===== src/mhpq_pkg.sv =====
`timescale 1ns / 1ps
// ----------------------------------------------------------------------------
// mhpq_pkg
// Shared types and constants of the binary max-heap priority queue.
// ----------------------------------------------------------------------------
package mhpq_pkg;

    localparam int DEF_CAPACITY = 128;
    localparam int KEY_W        = 32;
    localparam int CNT_OUT_W    = 8;
    localparam int STAT_W       = 2;

    typedef logic signed [KEY_W-1:0] t_key;
    typedef logic [STAT_W-1:0]       t_status;

    localparam logic    OP_INSERT  = 1'b0;
    localparam logic    OP_EXTRACT = 1'b1;

    localparam t_status STAT_OK    = 2'd0;
    localparam t_status STAT_EMPTY = 2'd1;
    localparam t_status STAT_FULL  = 2'd2;

    typedef struct packed {
        t_key                 extracted_value;
        t_key                 top_value;
        logic [CNT_OUT_W-1:0] entry_count;
        t_status              status;
    } t_result;

endpackage


===== src/mhpq_ram.sv =====
`timescale 1ns / 1ps
// ----------------------------------------------------------------------------
// mhpq_ram
// Heap store: one write port, one read port with registered read data.
// ----------------------------------------------------------------------------
module mhpq_ram #(
    parameter int DEPTH = mhpq_pkg::DEF_CAPACITY,
    parameter int AW    = $clog2(mhpq_pkg::DEF_CAPACITY),
    parameter int DW    = mhpq_pkg::KEY_W
) (
    input  logic          i_clk,
    input  logic          i_we,
    input  logic [AW-1:0] i_waddr,
    input  logic [DW-1:0] i_wdata,
    input  logic [AW-1:0] i_raddr,
    output logic [DW-1:0] o_rdata
);

    logic [DW-1:0] r_mem [DEPTH];
    logic [DW-1:0] r_rdata;

    always_ff @(posedge i_clk) begin
        if (i_we) begin
            r_mem[i_waddr] <= i_wdata;
        end
        r_rdata <= r_mem[i_raddr];
    end

    assign o_rdata = r_rdata;

endmodule


===== config.mk =====
export PLATFORM = sky130hd
export DESIGN_NAME = mhpq_ram
export DESIGN_NICKNAME = d
export VERILOG_FILES = /design/src/mhpq_pkg.sv /design/src/mhpq_ram.sv
export SDC_FILE = /design/constraint.sdc
export NUM_CORES = 2
export LEC_CHECK = 0
export BUFFER_PORTS_ARGS = -buffer_cell sky130_fd_sc_hd__buf_2
export CAP_MARGIN = 25
export CORE_MARGIN = 4
export CORE_UTILIZATION = 49
export DETAILED_ROUTE_END_ITERATION = 10
export SKIP_CTS_REPAIR_TIMING = 1
export SYNTH_ARGS = -nofsm -noshare
export SYNTH_HDL_FRONTEND = slang
export SYNTH_SLANG_ARGS = --single-unit

===== constraint.sdc =====
create_clock -name i_clk -period 3.74 [get_ports i_clk]
set_input_delay 0 -clock i_clk [delete_from_list [all_inputs] [get_ports i_clk]]
set_output_delay 0 -clock i_clk [all_outputs]
set_load 0.02 [all_outputs]

# == Word-level counts from Yosys, hierarchy flattened ==
# Memory sizes are Yosys's and may differ from the RTL's. A register that Yosys moved wholly into a read port is not among the register bits.
# Index checks and enable logic that the tools add are counted.
# totals
ff_bits,0
mem_bits_rw,4096
input_bits,48
out_inout_bits,32
elab_cells,3
n_memories,1
# mem_list
name,words,word_bits,rd,rd_ports_with_merged_regs,wr,line,text
r_mem,128,32,1,1,1,mhpq_ram.sv:19,logic [DW-1:0] r_mem [DEPTH];
# op_classes
muxes,2
# ops
operator,count
$mux 1,2

# == Longest topological paths before layout ==
# depth
ltp_word,2
mapped_depth,8
mapped_depth_nobuf,4

# == Worst setup path before layout ==
# Ideal clock, no wire load.
# synth_path
path_type,input to register
from,in i_we
to,"mem r_mem[98][0] (netlist bit), enable pin"
setup_ns,0.461
arrival_ns,2.778
required_ns,3.279
path_slack_ns,0.501
path_stages,3
path_buffers,1
path_cell_list,clkbuf_1 > nand4_1 > nor3_1
# synth_via
elab_chain_cells,2
# synth_rtl
element,line,text
"start, declared",mhpq_ram.sv:12,"input logic i_we,"
$mux 1,mhpq_ram.sv:23,if (i_we) begin
$mux 1 (not written as such),mhpq_ram.sv:24,r_mem[i_waddr] <= i_wdata;
"end, declared",mhpq_ram.sv:19,
# Every way passes these cells.

==> metrics.log <==
INFO  metric netlist-cell-type-count = 17
INFO  metric synth_top_area_share = 0.7871
INFO  metric dp.final_hpwl = 243300 um
INFO  metric yosys.area.top_type = sky130_fd_sc_hd__edfxtp_1
INFO  metric finalWirelength = 432700 um
INFO  metric num_vias = 72520
INFO  metric max_slew_margin = 0.2231
INFO  metric finalSetupViolations = 0
INFO  metric area_enclosed_by_the_die_boundary = 328000 um^2
INFO  metric achievable-frequency = 326.0 MHz
INFO  metric layout.cells.most_common_list = 4096 x sky130_fd_sc_hd__edfxtp_1, 1344 x sky130_fd_sc_hd__mux4_2, 419 x sky130_fd_sc_hd__clkbuf_16
INFO  metric reg2reg_slack = 0.67 ns
INFO  metric critPathRequiredTime = 4.56 ns
INFO  metric design.core.area = 317800 um^2
INFO  metric crit_start_category = flip-flop
INFO  metric worst_reg_to_reg_path_cell_count = 5
INFO  metric post-route-cell-area = 180100 um^2
INFO  metric total_power = 97.03 mW
INFO  metric timing.final.ws_setup = 0.6729 ns
INFO  metric clock_latency = 0.98 ns
INFO  metric place.port_buffers = 79
INFO  metric htreeDepth = 5
INFO  metric r2r-end = o_rdata[2]
INFO  metric hold_end = r_mem[112][22]
INFO  metric dp_worst_setup_slack = 0.3677 ns
INFO  metric ant_nets = 0
INFO  metric grt_pass1_wl = 598800 um
INFO  metric finalCritPeriodShare = 0.8201
INFO  metric layout_commonest_cell = sky130_fd_sc_hd__edfxtp_1
INFO  metric critical_path.max_fanout = 1
INFO  metric fin_skew = 0.08086 ns
INFO  metric holdWs = 0.01714 ns
INFO  metric final-max-slew-violation-count = 0
INFO  metric worst_path_max_delay_cell = sky130_fd_sc_hd__mux4_2
INFO  metric placement_rows = 207
INFO  metric rsz_0062_raised_after_global_routing = no
INFO  metric timing.hold.worst.class = in2reg
INFO  metric globalRouteTotalUtil = 0.2632
INFO  metric initial_utilization = 0.4918
INFO  metric worst_ep_arrival_time = 3.89 ns
INFO  metric path_class = reg2reg
INFO  metric vdd.ir_drop.worst = 379.1 uV
INFO  metric routedWlPerCell = 38.49 um
INFO  metric timing.critical_path.mode_cell = sky130_fd_sc_hd__mux4_2
INFO  metric timing_worst_slew_pin_value = 1.165 ns
INFO  metric syn-num-nets = 6038
INFO  metric drc = 0
INFO  metric clkSlewWorstSetupHoldPaths = 0.06 ns
INFO  metric placed_cell_area = 165900 um^2
INFO  metric power.density_cell_area = 538.9 nW/um^2
INFO  metric finalCoreUtilization = 0.5666
INFO  metric crit-reg2reg-launch = r_mem[95][2]
INFO  metric critical_path.cell_chain = mux4_2, mux4_2, mux4_2, mux2_2, dlygate4sd3_1
INFO  metric stdcell_count = 11240
INFO  metric setup_total_negative_slack = 0 ns
INFO  metric run_status = finished clean
INFO  metric hold-path-cell-count = 2
INFO  metric boundaryPins = 80
INFO  metric p_leak = 55.42 nW
INFO  metric cts_max_path_buffers = 4
INFO  metric grt_util_met1 = 0.3800
INFO  metric launch_instance_of_the_worst_min_delay_path = i_wdata[22]
INFO  metric die_y = 572.7 um
INFO  metric total_number_of_yosys_warnings = 0
INFO  metric cts.sinks = 4128
INFO  metric grt_busiest_layer = met2
INFO  metric place_congestion = 0.8013
INFO  metric die_x = 572.7 um
INFO  metric root_buffer = sky130_fd_sc_hd__clkbuf_16
INFO  metric postSynthAreaPerCell = 26.09 um^2
INFO  metric syn-cell-area = 156300 um^2
INFO  metric layout_overhead_on_the_synthesized_area = 15.22%
INFO  metric drt_iter0_markers = 10770
INFO  metric first_global_vias = 72600
INFO  metric grt_remaining_overflow = 0
INFO  metric pin_count_of_the_biggest_net_entering_global_routing = 129
INFO  metric critPathCaptureType = flip-flop
INFO  metric max_stage_delay = 0.65 ns
INFO  metric post_synth_main_area_contributors = sky130_fd_sc_hd__edfxtp_1 79%, sky130_fd_sc_hd__mux4_2 19%, sky130_fd_sc_hd__clkbuf_1 0.44%
INFO  metric tritoncts = done
INFO  metric finish.net_count = 6663
INFO  metric cap_violations = 0
INFO  metric synth.yosys.seq_area_share = 0.7912
INFO  metric groute.layer.met3.usage = 0.05004
INFO  metric final_period_minus_worst_setup_slack = 3.067 ns
INFO  metric initial_antenna_violation_count = 65
INFO  metric placed_cells_incl_taps = 10320
INFO  metric layout-drive-gt1-share = 0.3686
INFO  metric synthCells = 5990
INFO  metric viasPerCell = 6.451
INFO  metric grt_util_met2 = 0.4154
INFO  metric cts-buffers-inserted = 416
INFO  metric finalHoldViolations = 0
INFO  metric drtPass1Iterations = 6
INFO  metric ys_ff_latch = 4128
==> worst max-delay path by stage <==
stage / from / endpoint / depth (start not counted)
floorplan: i_we / r_mem[98][0] / 3
global placement: i_raddr[0] / o_rdata[8] / 8
detailed placement: i_raddr[0] / o_rdata[8] / 8
CTS: r_mem[90][8] / o_rdata[8] / 4
global route: r_mem[95][2] / o_rdata[2] / 5
finish: r_mem[95][2] / o_rdata[2] / 5
==> power by group <==
part	leakage [nW]	switching, mW	internal, mW	total [mW]
logic	11.8	3.13	2.04	5.17
clock network	6.49	17.6	22.8	40.5
registers	37.1	0.290	51.1	51.4
==> registers in the layout, indices dropped and copies added (netlist names) <==
signal,count
o_rdata,32
r_mem,4096
==> worst max-delay path, delay by kind of cell, from the launching register on <==
family                 cells  cell delay, ns
multiplexers               4            1.99
buffers and inverters      1            0.56
flip-flops                 1            0.37
==> kinds of logic (layout without fill, tap and decap cells) <==
| group | after synthesis | in the layout | synth area share |
|---|---|---|---|
| buffers and inverters | 316 | 1296 | 0.008391 |
| flip-flops | 4128 | 4128 | 0.7912 |
| multiplexers | 1376 | 1376 | 0.1960 |
| other | 0 | 91 | 0 |
| AND/OR/NAND/NOR | 170 | 170 | 0.004460 |
==> metal layers <==
layer / vias to the layer above / routed length, um
li1: 27800 / -
met1: 40400 / 171600
met2: 3739 / 208800
met3: 560 / 39530
met4: 18 / 12720
met5: - / 102
==> synth_stat cells, drive strengths merged <==
master	n
nor3	9
buf	134
mux2	32
nor2b	7
nand2b	2
dfxtp	32
mux4	1344
nand3	12
edfxtp	4096
nand4	3
nor2	122
nand2	14
clkbuf	182
or3	1
==> final cells by class <==
| type | count | area (um^2) |
|---|---|---|
| multi-input cells | 1546 | 32290 |
| repair buffers | 523 | 5396 |
| flip-flops and latches | 4128 | 123600 |
| well taps | 4180 | 5230 |
| fillers | 22570 | 137700 |
| clock inverters | 260 | 2344 |
| diodes | 91 | 227.7 |
| clock buffers | 513 | 10930 |
Note: power is estimated with default switching activity, not from simulation.
