[src/mhpq_pkg.sv]
`timescale 1ns / 1ps
// ----------------------------------------------------------------------------
// mhpq_pkg
// Shared types and constants of the binary max-heap priority queue.
// ----------------------------------------------------------------------------
package mhpq_pkg;

    localparam int DEF_CAPACITY = 128;
    localparam int KEY_W        = 32;
    localparam int CNT_OUT_W    = 8;
    localparam int STAT_W       = 2;

    typedef logic signed [KEY_W-1:0] t_key;
    typedef logic [STAT_W-1:0]       t_status;

    localparam logic    OP_INSERT  = 1'b0;
    localparam logic    OP_EXTRACT = 1'b1;

    localparam t_status STAT_OK    = 2'd0;
    localparam t_status STAT_EMPTY = 2'd1;
    localparam t_status STAT_FULL  = 2'd2;

    typedef struct packed {
        t_key                 extracted_value;
        t_key                 top_value;
        logic [CNT_OUT_W-1:0] entry_count;
        t_status              status;
    } t_result;

endpackage

[src/mhpq_ctrl.sv]
`timescale 1ns / 1ps
// ----------------------------------------------------------------------------
// mhpq_ctrl
// Sift sequencer: walks the heap one level at a time through the store's
// single read port and one shared signed comparator.
// ----------------------------------------------------------------------------
module mhpq_ctrl #(
    parameter int CAPACITY = mhpq_pkg::DEF_CAPACITY,
    parameter int IW       = $clog2(mhpq_pkg::DEF_CAPACITY),
    parameter int CW       = $clog2(mhpq_pkg::DEF_CAPACITY + 1)
) (
    input  logic                i_clk,
    input  logic                i_rst_n,
    input  logic                i_valid,
    output logic                o_ready,
    input  logic                i_operation,
    input  mhpq_pkg::t_key      i_key,
    input  logic                i_out_free,
    output logic                o_done,
    output mhpq_pkg::t_result   o_result,
    output logic                o_we,
    output logic [IW-1:0]       o_waddr,
    output mhpq_pkg::t_key      o_wdata,
    output logic [IW-1:0]       o_raddr,
    input  mhpq_pkg::t_key      i_rdata
);

    localparam int CHW = IW + 2;

    typedef enum logic [2:0] {
        S_IDLE, S_UP, S_UP_CMP, S_DN_LAST, S_DN, S_DN_L, S_DN_R, S_RESP
    } t_state;

    t_state             r_state, n_state;
    logic [CW-1:0]      r_cnt, n_cnt;
    logic [IW-1:0]      r_pos, n_pos;
    mhpq_pkg::t_key     r_key, n_key;
    mhpq_pkg::t_key     r_top, n_top;
    mhpq_pkg::t_key     r_ext, n_ext;
    mhpq_pkg::t_key     r_bval, n_bval;
    logic               r_btake, n_btake;
    mhpq_pkg::t_status  r_stat, n_stat;

    mhpq_pkg::t_key     cmp_a, cmp_b;
    logic               lt;
    logic [IW-1:0]      pos_m1, parent;
    logic [CHW-1:0]     lc, rc, cnt_x;

    assign lt     = cmp_a < cmp_b;
    assign pos_m1 = r_pos - IW'(1);
    assign parent = pos_m1 >> 1;
    assign lc     = CHW'({r_pos, 1'b1});
    assign rc     = lc + CHW'(1);
    assign cnt_x  = CHW'(r_cnt);

    assign o_ready = (r_state == S_IDLE);

    always_comb begin
        n_state = r_state;
        n_cnt   = r_cnt;
        n_pos   = r_pos;
        n_key   = r_key;
        n_top   = r_top;
        n_ext   = r_ext;
        n_bval  = r_bval;
        n_btake = r_btake;
        n_stat  = r_stat;
        o_we    = 1'b0;
        o_waddr = r_pos;
        o_wdata = r_key;
        o_raddr = '0;
        cmp_a   = r_key;
        cmp_b   = i_rdata;
        o_done  = 1'b0;

        case (r_state)
            S_IDLE: begin
                o_raddr = IW'(r_cnt - CW'(1));
                if (i_valid) begin
                    n_ext  = '0;
                    n_stat = mhpq_pkg::STAT_OK;
                    if (i_operation == mhpq_pkg::OP_INSERT) begin
                        if (r_cnt == CW'(CAPACITY)) begin
                            n_stat  = mhpq_pkg::STAT_FULL;
                            n_state = S_RESP;
                        end else begin
                            n_pos   = IW'(r_cnt);
                            n_key   = i_key;
                            n_cnt   = r_cnt + CW'(1);
                            n_state = S_UP;
                        end
                    end else begin
                        if (r_cnt == '0) begin
                            n_stat  = mhpq_pkg::STAT_EMPTY;
                            n_state = S_RESP;
                        end else begin
                            n_ext   = r_top;
                            n_cnt   = r_cnt - CW'(1);
                            n_state = (r_cnt == CW'(1)) ? S_RESP : S_DN_LAST;
                        end
                    end
                end
            end
            S_UP: begin
                o_raddr = parent;
                if (r_pos == '0) begin
                    o_we    = 1'b1;
                    n_state = S_RESP;
                end else begin
                    n_state = S_UP_CMP;
                end
            end
            S_UP_CMP: begin
                cmp_a = i_rdata;
                cmp_b = r_key;
                o_we  = 1'b1;
                if (lt) begin
                    o_wdata = i_rdata;
                    n_pos   = parent;
                    n_state = S_UP;
                end else begin
                    n_state = S_RESP;
                end
            end
            S_DN_LAST: begin
                n_key   = i_rdata;
                n_pos   = '0;
                n_state = S_DN;
            end
            S_DN: begin
                o_raddr = lc[IW-1:0];
                if (lc >= cnt_x) begin
                    o_we    = 1'b1;
                    n_state = S_RESP;
                end else begin
                    n_state = S_DN_L;
                end
            end
            S_DN_L: begin
                o_raddr = rc[IW-1:0];
                if (rc < cnt_x) begin
                    n_bval  = lt ? i_rdata : r_key;
                    n_btake = lt;
                    n_state = S_DN_R;
                end else if (lt) begin
                    o_we    = 1'b1;
                    o_wdata = i_rdata;
                    n_pos   = lc[IW-1:0];
                    n_state = S_DN;
                end else begin
                    o_we    = 1'b1;
                    n_state = S_RESP;
                end
            end
            S_DN_R: begin
                cmp_a = r_bval;
                o_we  = 1'b1;
                if (lt) begin
                    o_wdata = i_rdata;
                    n_pos   = rc[IW-1:0];
                    n_state = S_DN;
                end else if (r_btake) begin
                    o_wdata = r_bval;
                    n_pos   = lc[IW-1:0];
                    n_state = S_DN;
                end else begin
                    n_state = S_RESP;
                end
            end
            S_RESP: begin
                if (i_out_free) begin
                    o_done  = 1'b1;
                    n_state = S_IDLE;
                end
            end
            default: begin
                n_state = S_IDLE;
            end
        endcase

        if (o_we && (o_waddr == '0)) begin
            n_top = o_wdata;
        end
    end

    always_ff @(posedge i_clk) begin
        if (!i_rst_n) begin
            r_state <= S_IDLE;
            r_cnt   <= '0;
        end else begin
            r_state <= n_state;
            r_cnt   <= n_cnt;
        end
        r_pos   <= n_pos;
        r_key   <= n_key;
        r_top   <= n_top;
        r_ext   <= n_ext;
        r_bval  <= n_bval;
        r_btake <= n_btake;
        r_stat  <= n_stat;
    end

    assign o_result.extracted_value = r_ext;
    assign o_result.top_value       = (r_cnt != '0) ? r_top : '0;
    assign o_result.entry_count     = mhpq_pkg::CNT_OUT_W'(r_cnt);
    assign o_result.status          = r_stat;

endmodule

[config.mk]
export PLATFORM = sky130hd
export DESIGN_NAME = mhpq_ctrl
export DESIGN_NICKNAME = d
export VERILOG_FILES = /design/src/mhpq_pkg.sv /design/src/mhpq_ctrl.sv
export SDC_FILE = /design/constraint.sdc
export NUM_CORES = 1
export LEC_CHECK = 0
export BUFFER_PORTS_ARGS = -buffer_cell sky130_fd_sc_hd__buf_2
export CAP_MARGIN = 20
export CORE_MARGIN = 1
export CORE_UTILIZATION = 60
export CTS_CLUSTER_DIAMETER = 60
export DETAILED_ROUTE_END_ITERATION = 7
export GPL_TIMING_DRIVEN = 0
export HOLD_SLACK_MARGIN = 0.02
export PLACE_DENSITY = 0.95
export SYNTH_ARGS = -nofsm -noshare
export SYNTH_HDL_FRONTEND = slang
export SYNTH_SLANG_ARGS = --single-unit
[constraint.sdc]
create_clock -name i_clk -period 12.1 [get_ports i_clk]
set_input_delay 1.21 -clock i_clk [delete_from_list [all_inputs] [get_ports i_clk]]
set_output_delay 1.21 -clock i_clk [all_outputs]
set_load 0.005 [all_outputs]
Word-level counts from Yosys, hierarchy flattened
Index checks and enable logic that the tools add are counted.

word-level totals
  bits in registers = 149
  bits in latches = 0
  memory bits (writable) = 0
  bits in read-only memories = 0
  bits of input ports = 69
  output and inout port bits = 123
  word-level logic and storage cells = 99
  memories kept = 0

cells by class
  add/subtract/negate cells = 4
  $mul = 0
  divide/modulo/power cells = 0
  order comparisons = 3
  eq/ne operators = 19
  shift-type cells = 0
  multiplexer cells = 48
  bitwise operators = 1
  reduce and logical (&&, ||, !) cells = 15

operators with widths
  cell                                                                count
  32-bit two-way mux                                                  9
  32-bit case mux with 2 select lines                                 2
  32-bit case mux with 3 select lines                                 1
  7-bit two-way mux                                                   8
  7-bit case mux with 5 select lines                                  1
  32-bit < comparator                                                 1
  7-bit case mux with 4 select lines                                  1
  3-bit two-way mux                                                   8
  8-bit two-way mux                                                   3
  3-bit case mux with 8 select lines                                  1
  2-bit != test, second input constant                                9
  2-bit two-way mux                                                   7
  3-bit == test, second input constant                                4
  8-bit by 1-bit adder with 9-bit output, second input constant       1
  9-bit by 8-bit < comparator with 1-bit output                       1
  8-bit by 1-bit adder with 8-bit output, second input constant       1
  8-bit by 1-bit == test with 1-bit output, second input constant     1
  8-bit == test, second input constant                                1
  8-bit greater-or-equal comparator                                   1
  8-bit zero test                                                     1
  4-bit AND reduction                                                 2
  8-bit AND reduction                                                 1
  8-bit nonzero test                                                  1
  8-bit by 1-bit subtractor with 8-bit output, second input constant  1
  other kinds (14)                                                    23

Longest topological paths before layout
  depth in word-level cells = 6
  depth in mapped cells = 17

Worst setup path after synthesis
Ideal clock, no wire load.

  path type = register -> output
  start point = register r_pos[1] (netlist: o_waddr[1])
  end point = output o_wdata[31]
  arrival = 5585 ps
  required time = 10890 ps
  slack = 5305 ps
  stages on the path, launching flop included = 11
  buffers on the path = 0
  cell sequence = edfxtp_1 ha_1 nand3_1 xnor2_1 ha_1 o21a_1 o211ai_1 a21oi_1 nor4_1 a21oi_1 o211ai_1

between the ends
  word-level cells in the longest chain between the ends = 4

ends and longest elaborated chain
  element                                        RTL line          source
  start, declared                                mhpq_ctrl.sv:36   logic [IW-1:0] r_pos, n_pos;
  start signal, assigned                         mhpq_ctrl.sv:194  r_pos <= n_pos;
  8-bit by 1-bit adder with 9-bit output         mhpq_ctrl.sv:53   assign rc = lc + CHW'(1);
  9-bit by 8-bit < comparator with 1-bit output  mhpq_ctrl.sv:141  if (rc < cnt_x) begin
  32-bit two-way mux                             mhpq_ctrl.sv:141
  32-bit case mux with 3 select lines            mhpq_ctrl.sv:76   case (r_state)
  end, declared                                  mhpq_ctrl.sv:23   output mhpq_pkg::t_key o_wdata,

No other way between the ends.

Final worst setup path
  start point = register r_state[2]
  end point = output o_wdata[7]

between the ends
  word-level cells in the longest chain between the ends = 6
  elaborated cells between the ends (all ways) = 10
  classes of those cells = order compare: 1; eq/ne: 3; mux: 6

ends and longest elaborated chain
  element                                                                    RTL line                            source
  start, declared                                                            mhpq_ctrl.sv:34                     t_state r_state, n_state;
  start signal, assigned                                                     mhpq_ctrl.sv:191                    r_state <= n_state;
  3-bit == test or 3-bit by 2-bit == test with 1-bit output (tied branches)  mhpq_ctrl.sv:76
  32-bit case mux with 2 select lines or 32-bit two-way mux (tied branches)  mhpq_ctrl.sv:76
  32-bit < comparator                                                        mhpq_ctrl.sv:49                     assign lt = cmp_a < cmp_b;
  32-bit two-way mux                                                         mhpq_ctrl.sv:117, mhpq_ctrl.sv:145
  32-bit two-way mux                                                         mhpq_ctrl.sv:141
  32-bit case mux with 3 select lines (*)                                    mhpq_ctrl.sv:76

Mark *: on every way between the ends. The rest lies on a longest branch, timed or not.

==> impl_metrics.py <==
metrics = {
    "grt": {
        "track_usage": 0.3743,
        "grt_pass1_vias": 9009,
        "grt_max_degree": 30,
        "grt_pass1_wl_mm": 49.79,
        "antenna_found_initial": 1,
        "gr-total-overflow": 0,
    },
    "clocking": {
        "cts_hold_buf": 0,
        "cts_buffer_depth": 2,
        "path_clk_slew_ps": 70,
        "clock-sinks": 149,
        "postCtsSetupBuffers": 0,
        "clk_latency_ps": 440,
        "cts_root_buffer": "clkbuf_16",
        "cts_resized": 0,
        "numCtsBuffers": 17,
        "cts_max_level": 4,
        "cts_tree": "built",
    },
    "die": {
        "die_w_um": 132.5,
        "fp.dieH_um": 132.5,
        "fp-row-count": 47,
        "core_region_area_um2": 16580,
        "start_util": 0.6162,
        "io_pins": 192,
        "die-area_um2": 17560,
    },
    "synth": {
        "synth.avg_cell_area_um2": 10.16,
        "ys_seq_elements": 149,
        "yosysWarningCount": 0,
        "synth_edf_count": 138,
        "synthCells": 1006,
        "synthesis.area_um2": 10220,
        "syn-num-nets": 1126,
        "ys_types": 67,
        "postSynth.asyncResetShare": 0,
        "yosysSeqAreaShare": 0.4271,
        "ys.flop_type": "edfxtp_1",
    },
    "power_and_ir_drop": {
        "intPower_mw": 1.939,
        "vdd_drop_max_v": 0.0001693,
        "seq_power_share": 0.238,
        "p_comb_frac": 0.620,
        "p_sw_mw": 1.770,
        "power_mw": 3.709,
        "leakage_nw": 5.186,
        "swShare": 0.4772,
        "pwr-share-clk": 0.142,
        "cellPowerDensity_nw_per_um2": 305.1,
    },
    "outcome": {
        "outcome": "completed",
    },
    "detailed_routing": {
        "drt-total-wl_mm": 32.90,
        "wl_per_cell_um": 22.57,
        "antenna_left": 0,
        "drc": 0,
        "drtPass1Iterations": 7,
        "dr.first_iter.drc_count": 1268,
        "via_per_inst": 6.519,
        "via_count": 9505,
    },
    "worst_setup_path": {
        "arrival_ps": 5510,
        "crit_cells": 16,
        "crit_buf_inv": 6,
        "cp-end-kind": "output port",
        "worstSetupStartpointType": "register",
        "cp.required_ps": 10890,
        "worstSetupPathType": "reg -> out",
        "crit_fanout": 10,
        "max_stage_delay_ps": 630,
        "cp_cell_sequence": "buf_2 > buf_2 > clkbuf_1 > buf_1 > mux2i_1 > o21ai_0 > ha_1 > a21oi_1 > o211ai_1 > a2111oi_0 > a211o_1 > nand4_2 > a22oi_2 > buf_2 > o221ai_2 > buf_2",
        "rr_worst_depth": 16,
        "cp_common_cell": "buf_2",
        "cpMaxStageDelayCell": "buf_1",
        "cp_top_family": "buffers and inverters",
    },
    "timing": {
        "rsz0062_at_grt": "no",
        "fin_crit_ps": 6722,
        "setup_violations": 0,
        "hold_viol_final": 0,
        "fmax_ghz": 0.1488,
        "drv_slew": 0,
        "slew-limit-headroom": 0.2727,
        "finalCritPeriodShare": 0.5556,
        "setup_tns_ps": 0,
        "worst_pin_slew_ps": 1091,
        "finClkSkew_ps": 16.00,
        "hold_ws_ps": 577.3,
    },
    "place": {
        "gp_congestion": 0.9684,
        "placed_cell_area_um2": 11580,
        "dp_hpwl_mm": 23.25,
        "port_buffers": 191,
        "dpl.cell_count": 1425,
    },
    "worst_hold_path": {
        "min_path_type": "reg -> reg",
        "holdPathStages": 1,
    },
    "finish": {
        "area_growth_pct": 18.97,
        "final_cells": 1458,
        "nFillCells": 1125,
        "drive_gt1_frac": 0.2757,
        "fin_area_um2": 12160,
        "multi_input_area_um2": 5301,
        "layout_commonest_cell": "buf_2",
        "ff_latch_area_um2": 4364,
        "layout.nets": 1344,
        "layout_common_cells": "buf_2, edfxtp_1, nand2_1",
    },
    "job": {
        "drv_cap": 0,
    },
}
[flip-flops by register name, indices dropped and copies added (netlist names)]
| name | count |
|---|---|
| o_waddr | 7 |
| r_state | 3 |
| r_top | 32 |
| r_key | 32 |
| r_cnt | 8 |
| r_btake | 1 |
| r_stat | 2 |
| r_ext | 32 |
| r_bval | 32 |
[power by group through the flow]
| stage | clock, mW | sequential, mW | combinational [mW] |
|---|---|---|---|
| 4_1_cts | 0.524 | 0.874 | 2.22 |
| 3_5_place_dp | 0 | 0.883 | 2.18 |
| 6_report | 0.528 | 0.881 | 2.30 |
| 5_1_grt | 0.545 | 0.888 | 2.44 |
| 2_1_floorplan | 0 | 0.868 | 1.39 |
| 3_3_place_gp | 0 | 0.886 | 2.10 |
[synth_stat cells (5+ instances only)]
cell type  number  area share
nand3_1        13      0.0064
a21oi_1        44       0.022
or3_1           5      0.0031
o21ai_0        73       0.036
o211ai_1        7      0.0051
nand2_1       134       0.049
clkbuf_1       37       0.014
buf_6          10       0.011
mux2_2         32       0.035
dfxtp_1        11       0.022
mux2i_1        97       0.095
o221ai_1        6      0.0051
o221ai_2       31       0.046
inv_1          54       0.020
nor3_1         11      0.0054
and2_1         37       0.023
nor2b_1         5      0.0031
o21ai_1        22       0.011
nor2_1         36       0.013
nand2b_1        5      0.0031
ha_1           51       0.062
and3_1         39       0.024
buf_2          17      0.0083
xnor2_1        18       0.015
edfxtp_1      138        0.41
[cell type report]
cell class	instances	share of cell area
sequential	149	0.3590
timing repair buffer	199	0.08831
buffer	69	0.02954
multi-input combinational	732	0.4361
clock inverter	14	0.01153
inverter	56	0.01739
clock buffer	18	0.03530
antenna	1	0.0002058
tap	220	0.02264
[logic make-up (layout without fill, tap and decap cells)]
kind of cell               Yosys count  count (layout)  synth area share
DFF                                149             149            0.4271
adders and majority gates           51              51           0.06245
and+or+nand+nor                    306             306            0.1471
buffers and inverters              125             356           0.05583
other                                0               1                 0
AOI/OAI and AO/OA                  225             225            0.1580
muxes                              130             130            0.1325
xor gates and xnor gates            20              20           0.01714
[layer usage]
metal,track usage,share of wire,vias up
met2,0.5579,0.44,789
met5,0,0,-
met3,0.1042,0.14,188
met4,0.2490,0.063,0
li1,-,-,4128
met1,0.4773,0.36,4400
[worst paths after layout]
check                                 from          to  slack [ps]
worst max-delay path            r_state[2]  o_wdata[7]        5380
worst min-delay path              r_top[9]    r_ext[9]         580
worst max register to register  r_state[2]  o_waddr[4]        6660
worst min register to register    r_top[9]    r_ext[9]         580
[worst register-to-register path: stages (launching register included)]
cell       delay [ps]
dfxtp_1           310
buf_2             220
buf_2             260
clkbuf_1          480
buf_1             630
mux2i_1           250
o21ai_0           100
ha_1              330
a21oi_1           150
o211ai_1          140
a2111oi_0         610
a211o_1           270
nand4_2           140
buf_6             200
a21oi_1           310
a21boi_0          460
buf_2             290
[through the flow]
stage	setup slack (ps)	util
after global routing	5201	0.7331
after floorplan	5305	-
after CTS	5604	0.7329
final	5378	0.7331
after global placement	1897	0.6904
after detailed placement	6096	0.6986
Power figures use the tool's default switching activity.
